[config.mk]
export PLATFORM = sky130hd
export DESIGN_NAME = bcs_controller
export DESIGN_NICKNAME = d
export VERILOG_FILES = /design/src/design/bcs_pkg.sv /design/src/design/bcs_controller.sv
export SDC_FILE = /design/constraint.sdc
export NUM_CORES = 1
export LEC_CHECK = 0
export ABC_AREA = 1
export BUFFER_PORTS_ARGS = -buffer_cell sky130_fd_sc_hd__buf_4
export CAP_MARGIN = 20
export CORE_MARGIN = 2
export CORE_UTILIZATION = 39
export CTS_BUF_LIST = sky130_fd_sc_hd__clkbuf_8
export DETAILED_ROUTE_END_ITERATION = 10
export PLACE_DENSITY_LB_ADDON = 0.08
export SYNTH_ARGS = -nofsm -noshare
export SYNTH_HDL_FRONTEND = slang
export SYNTH_SLANG_ARGS = --single-unit
[constraint.sdc]
create_clock -name aclk -period 4.6 [get_ports aclk]
set_input_delay 0.69 -clock aclk [delete_from_list [all_inputs] [get_ports aclk]]
set_output_delay 0.69 -clock aclk [all_outputs]
set_load 0.01 [all_outputs]
[src/design/bcs_pkg.sv]
// Shared types, constants and the binomial table for the Bezier curve sampler.
// No dependencies.
`default_nettype none
package bcs_pkg;
    localparam int unsigned ONE_Q16 = 65536;
    localparam logic [0:0] OP_LOAD   = 1'b0;
    localparam logic [0:0] OP_SAMPLE = 1'b1;
    localparam logic [1:0] REG_POINT_COUNT  = 2'd0;
    localparam logic [1:0] REG_SAMPLE_COUNT = 2'd1;
    localparam logic [1:0] REG_T_STEP       = 2'd2;

    // Commands from the controller to the datapath.
    typedef struct packed {
        logic load;
        logic start;
        logic pow_step;
        logic basis_step;
        logic mac_step;
        logic finish;
    } bcs_cmd_t;

    // Binomial coefficient C(n,i) for n and i below eight.
    function automatic logic [5:0] binom(input logic [2:0] n, input logic [2:0] i);
        logic [5:0] r;
        r = 6'd1;
        if (i > n) begin
            r = 6'd0;
        end else begin
            // Rows of Pascal's triangle; the edges of each row are one.
            unique case ({n, i})
                {3'd2, 3'd1}: r = 6'd2;
                {3'd3, 3'd1}, {3'd3, 3'd2}: r = 6'd3;
                {3'd4, 3'd1}, {3'd4, 3'd3}: r = 6'd4;
                {3'd4, 3'd2}: r = 6'd6;
                {3'd5, 3'd1}, {3'd5, 3'd4}: r = 6'd5;
                {3'd5, 3'd2}, {3'd5, 3'd3}: r = 6'd10;
                {3'd6, 3'd1}, {3'd6, 3'd5}: r = 6'd6;
                {3'd6, 3'd2}, {3'd6, 3'd4}: r = 6'd15;
                {3'd6, 3'd3}: r = 6'd20;
                {3'd7, 3'd1}, {3'd7, 3'd6}: r = 6'd7;
                {3'd7, 3'd2}, {3'd7, 3'd5}: r = 6'd21;
                {3'd7, 3'd3}, {3'd7, 3'd4}: r = 6'd35;
                default: r = 6'd1;
            endcase
        end
        return r;
    endfunction
endpackage
`default_nettype wire

[src/design/bcs_controller.sv]
// Controller of the Bezier curve sampler: handshake, sweep state and the
// sequence of datapath steps. Uses bcs_pkg.
`default_nettype none
module bcs_controller #(
    parameter int MAX_CONTROL_POINTS = 4,
    parameter int MAX_SAMPLES = 1024,
    parameter int IW = (MAX_CONTROL_POINTS > 1) ? $clog2(MAX_CONTROL_POINTS) : 1,
    parameter int SW = $clog2(MAX_SAMPLES)
) (
    input  wire                     aclk,
    input  wire                     aresetn,
    input  wire                     in_valid,
    output logic                    in_ready,
    input  wire                     in_op,
    output logic                    out_valid,
    input  wire                     out_ready,
    input  wire  [2:0]              point_count,
    input  wire  [10:0]             sample_cnt_cfg,
    input  wire  [16:0]             t_step,
    output bcs_pkg::bcs_cmd_t       cmd,
    output logic [IW-1:0]           step_idx,
    output logic [2:0]              degree,
    output logic [16:0]             t_val,
    output logic [SW-1:0]           out_number,
    output logic                    out_last
);
    import bcs_pkg::*;

    localparam logic [2:0] S_IDLE  = 3'd0;
    localparam logic [2:0] S_POW   = 3'd1;
    localparam logic [2:0] S_BASIS = 3'd2;
    localparam logic [2:0] S_MAC   = 3'd3;
    localparam logic [2:0] S_DONE  = 3'd4;

    logic [2:0] state_reg, state_next;
    logic [IW-1:0] idx_reg, idx_next;
    logic [16:0] param_reg, t_reg;
    logic [SW-1:0] count_reg;
    logic [2:0] deg_reg;
    logic out_valid_reg, last_reg;
    logic [SW-1:0] num_reg;
    logic [3:0] pts;
    logic [12:0] smp;
    logic last_now;
    logic [17:0] param_sum;
    logic accept, final_idx;

    // Effective point and sample counts after clamping.
    always_comb begin
        pts = {1'b0, point_count};
        if (pts < 4'd1) pts = 4'd1;
        if (32'(pts) > MAX_CONTROL_POINTS) pts = 4'(MAX_CONTROL_POINTS);
        smp = {2'b0, sample_cnt_cfg};
        if (smp < 13'd2) smp = 13'd2;
        if (32'(smp) > MAX_SAMPLES) smp = 13'(MAX_SAMPLES);
    end

    assign last_now  = 13'(count_reg) >= smp - 13'd1;
    assign param_sum = 18'(param_reg) + 18'(t_step);
    assign in_ready  = (state_reg == S_IDLE) && !(out_valid_reg && !out_ready);
    assign accept    = in_valid && in_ready;
    assign final_idx = 3'(idx_reg) == deg_reg;

    always_comb begin
        state_next = state_reg;
        idx_next   = idx_reg;
        cmd        = '0;
        unique case (state_reg)
            S_IDLE: begin
                if (accept) begin
                    if (in_op == OP_LOAD) begin
                        cmd.load = 1'b1;
                    end else begin
                        cmd.start  = 1'b1;
                        idx_next   = IW'(1);
                        state_next = (pts == 4'd1) ? S_BASIS : S_POW;
                        if (pts == 4'd1) idx_next = '0;
                    end
                end
            end
            S_POW: begin
                cmd.pow_step = 1'b1;
                if (final_idx) begin
                    idx_next   = '0;
                    state_next = S_BASIS;
                end else begin
                    idx_next = idx_reg + IW'(1);
                end
            end
            S_BASIS: begin
                cmd.basis_step = 1'b1;
                state_next     = S_MAC;
            end
            S_MAC: begin
                cmd.mac_step = 1'b1;
                if (final_idx) begin
                    state_next = S_DONE;
                end else begin
                    idx_next   = idx_reg + IW'(1);
                    state_next = S_BASIS;
                end
            end
            S_DONE: begin
                cmd.finish = 1'b1;
                state_next = S_IDLE;
            end
            default: state_next = S_IDLE;
        endcase
    end

    always_ff @(posedge aclk) begin
        if (!aresetn) begin
            state_reg     <= S_IDLE;
            idx_reg       <= '0;
            param_reg     <= '0;
            count_reg     <= '0;
            out_valid_reg <= 1'b0;
        end else begin
            state_reg <= state_next;
            idx_reg   <= idx_next;
            if (out_valid_reg && out_ready) out_valid_reg <= 1'b0;
            if (cmd.finish) out_valid_reg <= 1'b1;
            if (accept) begin
                if (in_op == OP_LOAD || last_now) begin
                    param_reg <= '0;
                    count_reg <= '0;
                end else begin
                    param_reg <= (param_sum > 18'(ONE_Q16)) ? 17'(ONE_Q16) : param_sum[16:0];
                    count_reg <= count_reg + SW'(1);
                end
            end
        end
    end

    // Per-sample values latched at acceptance.
    always_ff @(posedge aclk) begin
        if (accept && in_op == OP_SAMPLE) begin
            t_reg    <= last_now ? 17'(ONE_Q16)
                      : ((param_reg > 17'(ONE_Q16)) ? 17'(ONE_Q16) : param_reg);
            deg_reg  <= 3'(pts - 4'd1);
            num_reg  <= count_reg;
            last_reg <= last_now;
        end
    end

    assign step_idx   = idx_reg;
    assign degree     = deg_reg;
    assign t_val      = t_reg;
    assign out_valid  = out_valid_reg;
    assign out_number = num_reg;
    assign out_last   = last_reg;

    a_no_accept_busy: assert property (@(posedge aclk) disable iff (!aresetn)
        (state_reg != S_IDLE) |-> !in_ready) else $error("accept while busy");
    a_finish_sets_valid: assert property (@(posedge aclk) disable iff (!aresetn)
        cmd.finish |=> out_valid_reg) else $error("result lost");
    a_param_bound: assert property (@(posedge aclk) disable iff (!aresetn)
        param_reg <= 17'(ONE_Q16)) else $error("parameter above one");
endmodule
`default_nettype wire

### Yosys cells after proc, flatten, opt, wreduce, memory -nomap -nowiden

Cells that the tools add are included.

| storage, ports and cells | value |
|---|---|
| register bits | 64 |
| bits of input ports | 36 |
| output and inout port bits | 41 |
| logic and storage cells | 75 |

| operators by class | value |
|---|---|
| add/subtract/negate cells | 5 |
| order comparisons | 7 |
| equality and inequality tests | 10 |
| multiplexer cells | 29 |
| bitwise logic cells | 1 |
| reductions and logical operators | 14 |

Operators by type and width:

| cell | number |
|---|---|
| $mux W17 | 2 |
| $add A17 B17 Y18 | 1 |
| $gt A18 B17 Y1 const B | 1 |
| $mux W3 | 6 |
| $gt A17 B17 Y1 const B | 1 |
| $mux W2 | 7 |
| $ge A10 B13 Y1 | 1 |
| $gt A13 B11 Y1 const B | 1 |
| $mux W13 | 1 |
| $sub A13 B1 Y13 const B | 1 |
| $pmux W3 S4 | 1 |
| $lt A11 B2 Y1 const B | 1 |
| $mux W11 | 1 |
| $add A10 B1 Y10 const B | 1 |
| $mux W10 | 1 |
| $mux W1 | 9 |
| $ne A2 B2 Y1 const B | 4 |
| $eq A3 B2 Y1 const B | 2 |
| $pmux W2 S3 | 1 |
| $logic_and A1 B1 Y1 | 5 |
| $eq A4 B1 Y1 const B | 1 |
| $gt A4 B3 Y1 const B | 1 |
| $reduce_and A4 Y1 | 1 |
| $eq A2 B3 Y1 | 1 |
| 13 further kinds | 14 |

### Depth between registers and ports, before layout

Gate-level depths: netlist of run 1.

| logic depth | value |
|---|---|
| depth after elaboration | 9 |
| mapped depth | 26 |

### Worst setup path after synthesis of run 1

Ideal clock, no wire load.

| timing | value |
|---|---|
| path type | input-to-reg |
| start point | input sample_cnt_cfg[6] |
| end point | register t_reg[13] (netlist: t_val[13]), data pin |
| setup time | 0.252 ns |
| data arrival time | 3.121 ns |
| data required time | 4.348 ns |
| setup slack | 1.226 ns |
| cell stages on the path | 24 |
| buffers on the path | 1 |
| cells stage by stage | nor2_2 nand2_1 nor2_1 nand2_1 nand4_1 nand2_2 inv_1 nor2_1 inv_1 nand3_1 nor2_1 o21ai_0 xor2_1 ha_1 nand4_1 o211ai_1 a21oi_1 nand2_1 nand2_1 nand2_1 nand3_2 o21ai_2 buf_4 nor2_1 |

| between the ends | value |
|---|---|
| longest elaborated chain between the ends | 7 |

RTL lines:

| what | line | text |
|---|---|---|
| start: declaration | bcs_controller.sv:18 | `input wire [10:0] sample_cnt_cfg,` |
| $lt A11 B2 Y1 | bcs_controller.sv:54 | `if (smp < 13'd2) smp = 13'd2;` |
| $mux W11 (*) | bcs_controller.sv:54 |  |
| $gt A13 B11 Y1 | bcs_controller.sv:55 | `if (32'(smp) > MAX_SAMPLES) smp = 13'(MAX_SAMPLES);` |
| $mux W13 (*) | bcs_controller.sv:55 |  |
| $sub A13 B1 Y13 (*) | bcs_controller.sv:58 | `assign last_now = 13'(count_reg) >= smp - 13'd1;` |
| $ge A10 B13 Y1 (*) | bcs_controller.sv:58 |  |
| $reduce_or A2 Y1 (no line) (*) | - |  |
| end signal: assignment | bcs_controller.sv:138 | `t_reg <= last_now ? 17'(ONE_Q16)` |
| end: declaration | bcs_controller.sv:37 | `logic [16:0] param_reg, t_reg;` |

Every way passes the cells marked *; elsewhere a longest branch is shown, timed or not.
A chain may end at the register's enable or synchronous reset.

### Worst setup path in the final report of run 1

| timing | value |
|---|---|
| start point | input sample_cnt_cfg[10] |
| end point | register t_reg[5] (netlist: t_val[5]), data pin |

The elaborated chain is that of the path after synthesis.

==> results.sh, run 1 <==
export IMPL_run_status="finished, final reports clean"
export IMPL_final_util=0.484
export IMPL_final_area_um2=5280
export IMPL_synthTopCellsByArea="edfxtp_1 (21%), dfxtp_1 (15%), nor2_1 (11%)"
export IMPL_drive_gt1_frac=0.181
export IMPL_syn_num_nets=669
export IMPL_worstSetupEndpointType="flip-flop"
export IMPL_core_area_um2=10900
export IMPL_slowest_delay_ps=350
export IMPL_synth_yosys_warnings=0
export IMPL_worst_path_max_delay_cell="o21ai_2"
export IMPL_drc_errors=0
export IMPL_portBuffers=76
export IMPL_layout_commonest_cell="nor2_1"
export IMPL_cts_tree="yes"
export IMPL_crit_required_ps=4670
export IMPL_ctsHoldBuffers=0
export IMPL_seq_power_share=0.403
export IMPL_postSynthAreaPerCell_um2=7.30
export IMPL_max_freq_ghz=0.273
export IMPL_area_growth_pct=20.2
export IMPL_grt_pass1_wl_um=17600
export IMPL_synth_main_ff_cell="dfxtp_1"
export IMPL_finalMaxSlewViolations=0
export IMPL_hpwl_um=8380
export IMPL_place_congestion=0.968
export IMPL_drtIter0Drc=133
export IMPL_clk_latency_ps=350
export IMPL_hold_class="reg2reg"
export IMPL_p_leak_nw=2.56
export IMPL_dieArea_um2=12100
export IMPL_critPathMaxFanout=16
export IMPL_routedWlPerCell_um=12.9
export IMPL_ys_seq_area_frac=0.363
export IMPL_cts_setup_buffers=0
export IMPL_die_h_um=110
export IMPL_async_flop_share=0
export IMPL_route_vias_total=4009
export IMPL_hold_viol=0
export IMPL_placedCellCount=810
export IMPL_cts_num_sinks=64
export IMPL_first_pass_iters=4
export IMPL_start_util=0.403
export IMPL_yosysTopAreaCellShare=0.212
export IMPL_worstPathArrival_ps=3740
export IMPL_die_w_um=110
export IMPL_layout_min_cycle_time_ps=3660
export IMPL_grt_usage=0.187
export IMPL_pwr_share_comb=0.322
export IMPL_p_clk_frac=0.275
export IMPL_switching_share=0.344
export IMPL_final_nets=749
export IMPL_synth_edf_count=31
export IMPL_finClkSkew_ps=9.41
export IMPL_cts_htree_levels=3
export IMPL_maxCapViolations=0
export IMPL_ant_nets=0
export IMPL_synthCells=601
export IMPL_p_switching_mw=0.589
export IMPL_totalWireLength_um=10600
export IMPL_slew_headroom=0.483
export IMPL_timing_worst_setup_path_type="in2reg"
export IMPL_vdd_ir_drop_max_v=0.000173
export IMPL_viasPerCell=4.86
export IMPL_crit_top_cell="nand2_1"
export IMPL_grt_start_max_net_pins=42
export IMPL_dpl_cell_area_um2=5090
export IMPL_finalPower_mw=1.71
export IMPL_critPathLaunchType="primary input"
export IMPL_final_cell_mix="nor2_1 (126), nand2_1 (106), inv_1 (93)"
export IMPL_cts_max_path_buffers=2
export IMPL_synth_top_area_cell="edfxtp_1"
export IMPL_path_clk_slew_ps=70
export IMPL_rsz0062_at_grt="false"
export IMPL_p_int_mw=1.12
export IMPL_syn_cell_area_um2=4390
export IMPL_finalSetupViolations=0
export IMPL_setup_tns_ps=0
export IMPL_antenna_found_initial=0
export IMPL_layout_cells_non_filler=825
export IMPL_antennaDiodeCount=0
export IMPL_period_share=0.797
export IMPL_worst_slew_pin_slew_ps=775
export IMPL_synth_seq_cells=64
export IMPL_post_cts_resized=0
export IMPL_ios=77
export IMPL_numCtsBuffers=9
export IMPL_num_rows=38
export IMPL_ctsRootBufferMaster="clkbuf_8"
export IMPL_rrSetupSlack_ps=1920
export IMPL_path_cells="buf_4 -> inv_1 -> nand2_1 -> nor2_1 -> nand2_1 -> nand4_1 -> nand2_2 -> inv_1 -> nor2_1 -> inv_1 -> nand3_1 -> nor2_1 -> o21ai_0 -> xor2_1 -> ha_1 -> nand4_1 -> o211ai_1 -> a21oi_1 -> nand2_1 -> nand2_1 -> nand2_1 -> nand3_2 -> o21ai_2 -> nor2_1"
export IMPL_powerDensity_nw_per_um2=324
export IMPL_synth_cell_types=43
export IMPL_grt_pass1_vias=3820
export IMPL_overflow=0
## worst max-delay path: cells and delay by family
kind / cells / cell delay, ps
buf+inv: 4 / 400
compound gates: 4 / 740
fa+ha+maj: 1 / 300
xor+xnor: 1 / 170
simple gates: 14 / 1430
## path summary, 6_finish.rpt
check / to / start / cells past startpoint
min: out_number[5]$_DFFE_PP_ / count_reg[5]$_SDFFE_PN0P_ / 0
max: t_val[5]$_SDFFCE_PP0P_ / sample_cnt_cfg[10] / 24
max reg2reg: param_reg[1]$_SDFFE_PN0P_ / param_reg[0]$_SDFFE_PN0P_ / 17
min reg2reg: out_number[5]$_DFFE_PP_ / count_reg[5]$_SDFFE_PN0P_ / 0
## cell usage after synthesis, drive strengths merged (2+ instances only)
cell type  count
nor2         132
inv           94
dfxtp         33
nand4         14
nor3           7
ha            31
a2111oi        2
xnor2          6
nand3         41
o21ai         18
a21oi         31
buf            6
xor2          12
clkbuf         3
o211ai         3
nand3b         7
nand2        117
edfxtp        31
## power groups by stage
stage	Clock, mW	Combinational [mW]	Sequential [mW]
after floorplan	0	0.358	0.713
after global placement	0	0.548	0.702
after detailed placement	0	0.552	0.701
after CTS	0.486	0.554	0.690
after global routing	0.509	0.625	0.697
final	0.470	0.551	0.689
## per-stage QoR
step	hold slack (ps)	worst slack (ps)
4_1_cts	489	906
5_1_grt	519	442
3_5_place_dp	476	562
3_3_place_gp	479	691
2_1_floorplan	437	1230
6_report	492	936
## per-layer routing
metal,track usage,vias up,wire length [um]
met2,0.290,96,4640
met1,0.264,1792,5210
met5,0,-,0
met3,0.0312,16,567
met4,0.0606,0,189
li1,-,2105,-
## final cells by class
type                    count  area (um^2)
clock buffers              10          138
flip-flops and latches     64         1590
inverters                  94          353
multi-input cells         434         2380
fillers                  1145         5610
well taps                 140          175
repair buffers             78          586
clock inverters             5         48.8
## cells by family after synthesis
group,after synthesis,synth area share
AND/OR/NAND/NOR,322,0.329
buffers and inverters,103,0.0944
XOR/XNOR,18,0.0359
AO/OA/AOI/OAI,62,0.0852
adder cells (fa/ha/maj),32,0.0929
flip-flops,64,0.363
Power figures use the tool's default switching activity.
==> inputs of run 2 (changes only) <==
clock period = 3.2 ns   (was 4.6 ns; I/O delays follow)
==> run 2 against run 1 <==
  * Worst hold slack worse by 66 ps
  * Sequential power is 44% higher
  * Sequential share of layout area is 2.5 points lower
  * Highest routed layer unchanged
  * Critical path type unchanged
  * Setup slack worse by 870 ps
==> results.sh, run 2 (synthesis gave the netlist of run 1 again) <==
export IMPL_crit_required_ps=3460
export IMPL_hpwl_um=8570
export IMPL_pwr_share_comb=0.345
export IMPL_finalMaxSlewViolations=0
export IMPL_numCtsBuffers=9
export IMPL_path_clk_slew_ps=70
export IMPL_first_pass_iters=5
export IMPL_overflow=0
export IMPL_cts_htree_levels=3
export IMPL_p_clk_frac=0.263
export IMPL_cts_max_path_buffers=2
export IMPL_met3_length_um=579
export IMPL_route_met2_wl_um=5100
export IMPL_hold_class="in2reg"
export IMPL_cts_num_sinks=64
export IMPL_seq_power_share=0.392
export IMPL_cts_tree="yes"
export IMPL_max_freq_ghz=0.319
export IMPL_layout_min_cycle_time_ps=3130
export IMPL_p_leak_nw=2.78
export IMPL_vdd_ir_drop_max_v=0.000243
export IMPL_worst_path_max_delay_cell="ha_1"
export IMPL_layout_commonest_cell="nor2_1"
export IMPL_finClkSkew_ps=10.6
export IMPL_rsz0062_at_grt="true"
export IMPL_final_nets=784
export IMPL_num_rows=38
export IMPL_core_area_um2=10900
export IMPL_antenna_found_initial=0
export IMPL_p_int_mw=1.66
export IMPL_crit_top_cell="nand2_2"
export IMPL_die_w_um=110
export IMPL_route_vias_total=4176
export IMPL_antennaDiodeCount=0
export IMPL_clk_latency_ps=330
export IMPL_grt_start_max_net_pins=48
export IMPL_grt_pass1_wl_um=17700
export IMPL_grt_usage=0.186
export IMPL_ctsRootBufferMaster="clkbuf_8"
export IMPL_highest_layer="met4"
export IMPL_final_area_um2=5750
export IMPL_hp_start="aresetn"
export IMPL_ant_nets=0
export IMPL_critPathLaunchType="primary input"
export IMPL_period_share=0.978
export IMPL_slowest_delay_ps=280
export IMPL_viasPerCell=4.86
export IMPL_worst_slew_pin_slew_ps=745
export IMPL_maxCapViolations=0
export IMPL_critPathMaxFanout=8
export IMPL_wl_met1_um=5540
export IMPL_ios=77
export IMPL_drive_gt1_frac=0.264
export IMPL_worstPathArrival_ps=3390
export IMPL_powerDensity_nw_per_um2=439
export IMPL_finalSetupViolations=0
export IMPL_reg2reg_from="param_reg[0]$_SDFFE_PN0P_"
export IMPL_start_util=0.403
export IMPL_portBuffers=76
export IMPL_grt_pass1_vias=3886
export IMPL_run_status="finished, final reports clean"
export IMPL_critical_path_startpoint="sample_cnt_cfg[5]"
export IMPL_slew_headroom=0.503
export IMPL_drc_errors=0
export IMPL_worstSetupEndpointType="flip-flop"
export IMPL_die_h_um=110
export IMPL_switching_share=0.343
export IMPL_dpl_cell_area_um2=5330
export IMPL_holdWs_ps=426
export IMPL_dieArea_um2=12100
export IMPL_timing_worst_setup_path_type="in2reg"
export IMPL_totalWireLength_um=11300
export IMPL_place_congestion=0.872
export IMPL_routedWlPerCell_um=13.1
export IMPL_p_switching_mw=0.868
export IMPL_hold_viol=0
export IMPL_area_growth_pct=31.1
export IMPL_drtIter0Drc=221
export IMPL_final_cell_mix="nor2_1 (117), buf_4 (104), nand2_1 (99)"
[run 2: cell count changes in the layout (fill, tap and decap cells not counted), moves of 5 or more]
cell	before	now
nor2_4	3	9
nand2_1	106	99
nand3_2	5	10
nand2_2	10	15
buf_4	78	104
buf_6	0	7
nand3_1	36	30
nor2_1	126	117
[run 2: power by group through the flow]
stage          sequential (mW)  clock, mW  combinational (mW)
4_1_cts                  0.992      0.680               0.833
3_3_place_gp              1.01          0               0.823
3_5_place_dp              1.01          0               0.828
6_report                 0.991      0.665               0.872
2_1_floorplan             1.02          0               0.514
5_1_grt                   1.00      0.724               0.975
[run 2: metrics by stage]
stage / utilization / setup WS (ps) / setup TNS [ps] / instances / total power, mW
after global routing: 0.528 / -150 / -5450 / 860 / 2.70
final: 0.528 / 70.0 / 0 / 860 / 2.53
after detailed placement: 0.489 / -307 / -12300 / 840 / 1.84
after CTS: 0.506 / 28.4 / 0 / 855 / 2.50
after floorplan: - / 36.0 / 0 / 601 / 1.54
after global placement: 0.489 / -212 / -8080 / 840 / 1.83
[run 2: final cells by class]
class	instances	area, um^2
fillers	1058	5130
multi-input cells	434	2540
flip-flops and latches	64	1590
repair buffers	113	905
inverters	94	355
well taps	140	175
clock buffers	10	138
clock inverters	5	47.5
[run 2: worst paths after layout]
check	to	slack (ps)	cells past startpoint
min reg2reg	out_number[5]$_DFFE_PP_	490	0
min	state_reg[0]$_SDFFE_PN0P_	430	3
max reg2reg	param_reg[0]$_SDFFE_PN0P_	490	18
max	param_reg[12]$_SDFFE_PN0P_	70	26
[run 2: critical path: cells and delay by family]
kind                       cells  cell delay, ps
AOI/OAI and AO/OA              3             340
buffers and inverters          2             240
and+or+nand+nor               18            1720
xor gates and xnor gates       1             160
adders and majority gates      2             440
[run 2: repair_timing]
| action | in CTS | in global routing |
|---|---|---|
| hold buffers | 0 | 0 |
| setup buffers | 0 | 4 |
| setup endpoints to repair | 0 | 45 |
| gates resized for setup | 0 | 50 |
[run 2: layer usage]
layer	vias up	GRT usage
li1	2165	-
met1	1912	0.262
met2	92	0.295
met3	7	0.0370
met4	0	0.0380
met5	-	0
==> inputs of run 3 (changes only) <==
CORE_UTILIZATION = 50   (was 39)
MAX_ROUTING_LAYER = met4   (was unset)
PLACE_DENSITY = 0.79   (was unset)
PLACE_DENSITY_LB_ADDON = unset   (was 0.08)
==> run 3 against run 2 <==
  * Clock skew fell by 4.1 ps
  * Global-route usage grew 4.7 points
  * Combinational power increased by 0.5%
  * First-iteration DRC count grew 24%
  * Setup slack worse by 63 ps
  * Sequential share of layout area decreased by 0.29 points
  * Power grew 7.7%
  * Maximum frequency fell by 2.0%
  * Critical endpoint is now count_reg[7]$_SDFFE_PN0P_
  * Highest routed layer unchanged
==> results.sh, run 3 (synthesis gave the netlist of run 1 again) <==
export IMPL_maxCapViolations=0
export IMPL_critPathLaunchType="primary input"
export IMPL_crit_end="count_reg[7]$_SDFFE_PN0P_"
export IMPL_worst_path_max_delay_cell="ha_1"
export IMPL_setup_tns_ps=0
export IMPL_grt_usage=0.233
export IMPL_fillCellCount=685
export IMPL_cts_tree="yes"
export IMPL_p_switching_mw=0.896
export IMPL_finalSetupViolations=0
export IMPL_antennaDiodeCount=0
export IMPL_worst_slew_pin_slew_ps=714
export IMPL_num_rows=34
export IMPL_hold_viol=0
export IMPL_grt_pass1_vias=4019
export IMPL_worst_path_stages=27
export IMPL_antenna_found_initial=0
export IMPL_viasPerCell=5.25
export IMPL_worstPathArrival_ps=3430
export IMPL_regToRegEndpoint="param_reg[0]$_SDFFE_PN0P_"
export IMPL_dieArea_um2=9540
export IMPL_start_util=0.508
export IMPL_grt_pass1_wl_um=17800
export IMPL_worstSetupEndpointType="flip-flop"
export IMPL_cpLargestDelayFamily="simple AND/OR/NAND/NOR gates"
export IMPL_timing_worst_setup_path_type="in2reg"
export IMPL_ctsHoldBuffers=0
export IMPL_routedWlPerCell_um=13.8
export IMPL_r2r_worst_path_cells=17
export IMPL_p_clk_frac=0.313
export IMPL_slew_headroom=0.524
export IMPL_p_leak_nw=2.81
export IMPL_hold_class="in2reg"
export IMPL_run_status="finished, final reports clean"
export IMPL_drc_errors=0
export IMPL_final_nets=786
export IMPL_reg2reg_from="param_reg[0]$_SDFFE_PN0P_"
export IMPL_path_clk_slew_ps=70
export IMPL_portBuffers=76
export IMPL_period_share=0.998
export IMPL_cts_num_sinks=64
export IMPL_critical_path_startpoint="sample_cnt_cfg[6]"
export IMPL_route_vias_total=4359
export IMPL_core_area_um2=8640
export IMPL_seq_power_share=0.365
export IMPL_layout_commonest_cell="nor2_1"
export IMPL_grt_start_max_net_pins=42
export IMPL_ios=77
export IMPL_drtIter0Drc=275
export IMPL_place_congestion=0.945
export IMPL_powerDensity_nw_per_um2=468
export IMPL_p_int_mw=1.83
export IMPL_max_freq_ghz=0.313
export IMPL_switching_share=0.329
export IMPL_area_growth_pct=32.5
export IMPL_vdd_ir_drop_max_v=0.000349
export IMPL_finClkSkew_ps=6.42
export IMPL_cts_max_path_buffers=2
export IMPL_slowest_delay_ps=300
export IMPL_die_h_um=97.7
export IMPL_final_cell_mix="nor2_1 (110), buf_4 (106), nand2_1 (101)"
export IMPL_numCtsBuffers=9
export IMPL_rsz0062_at_grt="true"
export IMPL_clk_latency_ps=350
export IMPL_cp_num_buf_inv=4
export IMPL_layout_min_cycle_time_ps=3190
export IMPL_die_w_um=97.7
export IMPL_first_pass_iters=5
export IMPL_post_place_ws_ps=-378
export IMPL_critPathMaxFanout=7
export IMPL_pwr_share_comb=0.322
export IMPL_ant_nets=0
export IMPL_finalWorstSetupSlack_ps=7.38
export IMPL_hpwl_um=8460
export IMPL_cts_htree_levels=3
export IMPL_ctsRootBufferMaster="clkbuf_8"
export IMPL_crit_top_cell="nand2_2"
export IMPL_drive_gt1_frac=0.275
export IMPL_rrSetupSlack_ps=450
export IMPL_crit_required_ps=3440
export IMPL_totalWireLength_um=11500
export IMPL_finalMaxSlewViolations=0
export IMPL_overflow=0
==> run 3: cell type report <==
class	count	area (um^2)	area share
Clock buffer	10	138	0.0237
Clock inverter	6	106	0.0183
Inverter	94	353	0.0607
Multi-Input combinational cell	434	2540	0.438
Sequential cell	64	1590	0.274
Tap cell	108	135	0.0232
Timing Repair Buffer	115	946	0.163
==> run 3: power by group through the flow <==
stage          logic, mW  clock network [mW]  registers, mW
3_5_place_dp       0.821                   0           1.01
5_1_grt            0.975               0.889           1.00
2_1_floorplan      0.514                   0           1.02
4_1_cts            0.830               0.855          0.995
6_report           0.876               0.852          0.994
3_3_place_gp       0.802                   0           1.01
==> run 3: worst reg2reg max path, stage by stage, from the launching register on <==
cell and delay [ps]:
dfxtp_1 340, ha_1 190, inv_1 80, fa_1 410
inv_1 100, nand3_1 80, nand2_2 140, nand3_1 110
nand2_1 120, nand3_1 110, nand3b_1 110, nand2_1 120
nor2b_1 140, nand2_1 70, nand2_2 250, nor2_1 90
nor2_1 110, nor2_1 50
==> run 3: metal layers <==
| layer | up-vias | track usage | wire length, um |
|---|---|---|---|
| met5 | - | - | 0 |
| met4 | 0 | 0.0620 | 195 |
| met3 | 20 | 0.0446 | 682 |
| met2 | 150 | 0.361 | 5350 |
| met1 | 2001 | 0.315 | 5270 |
| li1 | 2188 | - | - |
==> run 3: through the flow <==
stage	cells	power, mW	utilization	instance area (um^2)	hold WS, ps
finish	831	2.72	0.673	5810	399
global route	831	2.87	0.673	5810	408
CTS	822	2.68	0.641	5530	395
detailed placement	806	1.83	0.612	5280	480
global placement	806	1.81	0.612	5280	473
floorplan	601	1.54	-	4390	437
==> run 3: worst min-delay path by stage <==
stage	from	end	slack, ps	cells after the start
2_1_floorplan	count_reg[5]$_SDFFE_PN0P_	out_number[5]$_DFFE_PP_	440	0
3_3_place_gp	count_reg[5]$_SDFFE_PN0P_	out_number[5]$_DFFE_PP_	470	0
3_5_place_dp	count_reg[5]$_SDFFE_PN0P_	out_number[5]$_DFFE_PP_	480	0
4_1_cts	aresetn	state_reg[0]$_SDFFE_PN0P_	400	3
5_1_grt	aresetn	state_reg[0]$_SDFFE_PN0P_	410	3
6_report	aresetn	state_reg[0]$_SDFFE_PN0P_	400	3
==> run 3: repair_timing <==
action	4_1_cts	5_1_grt
resized for setup	1	49
buffers inserted	0	6
cloned	0	3
pin swaps	0	38
setup endpoints to repair	15	45
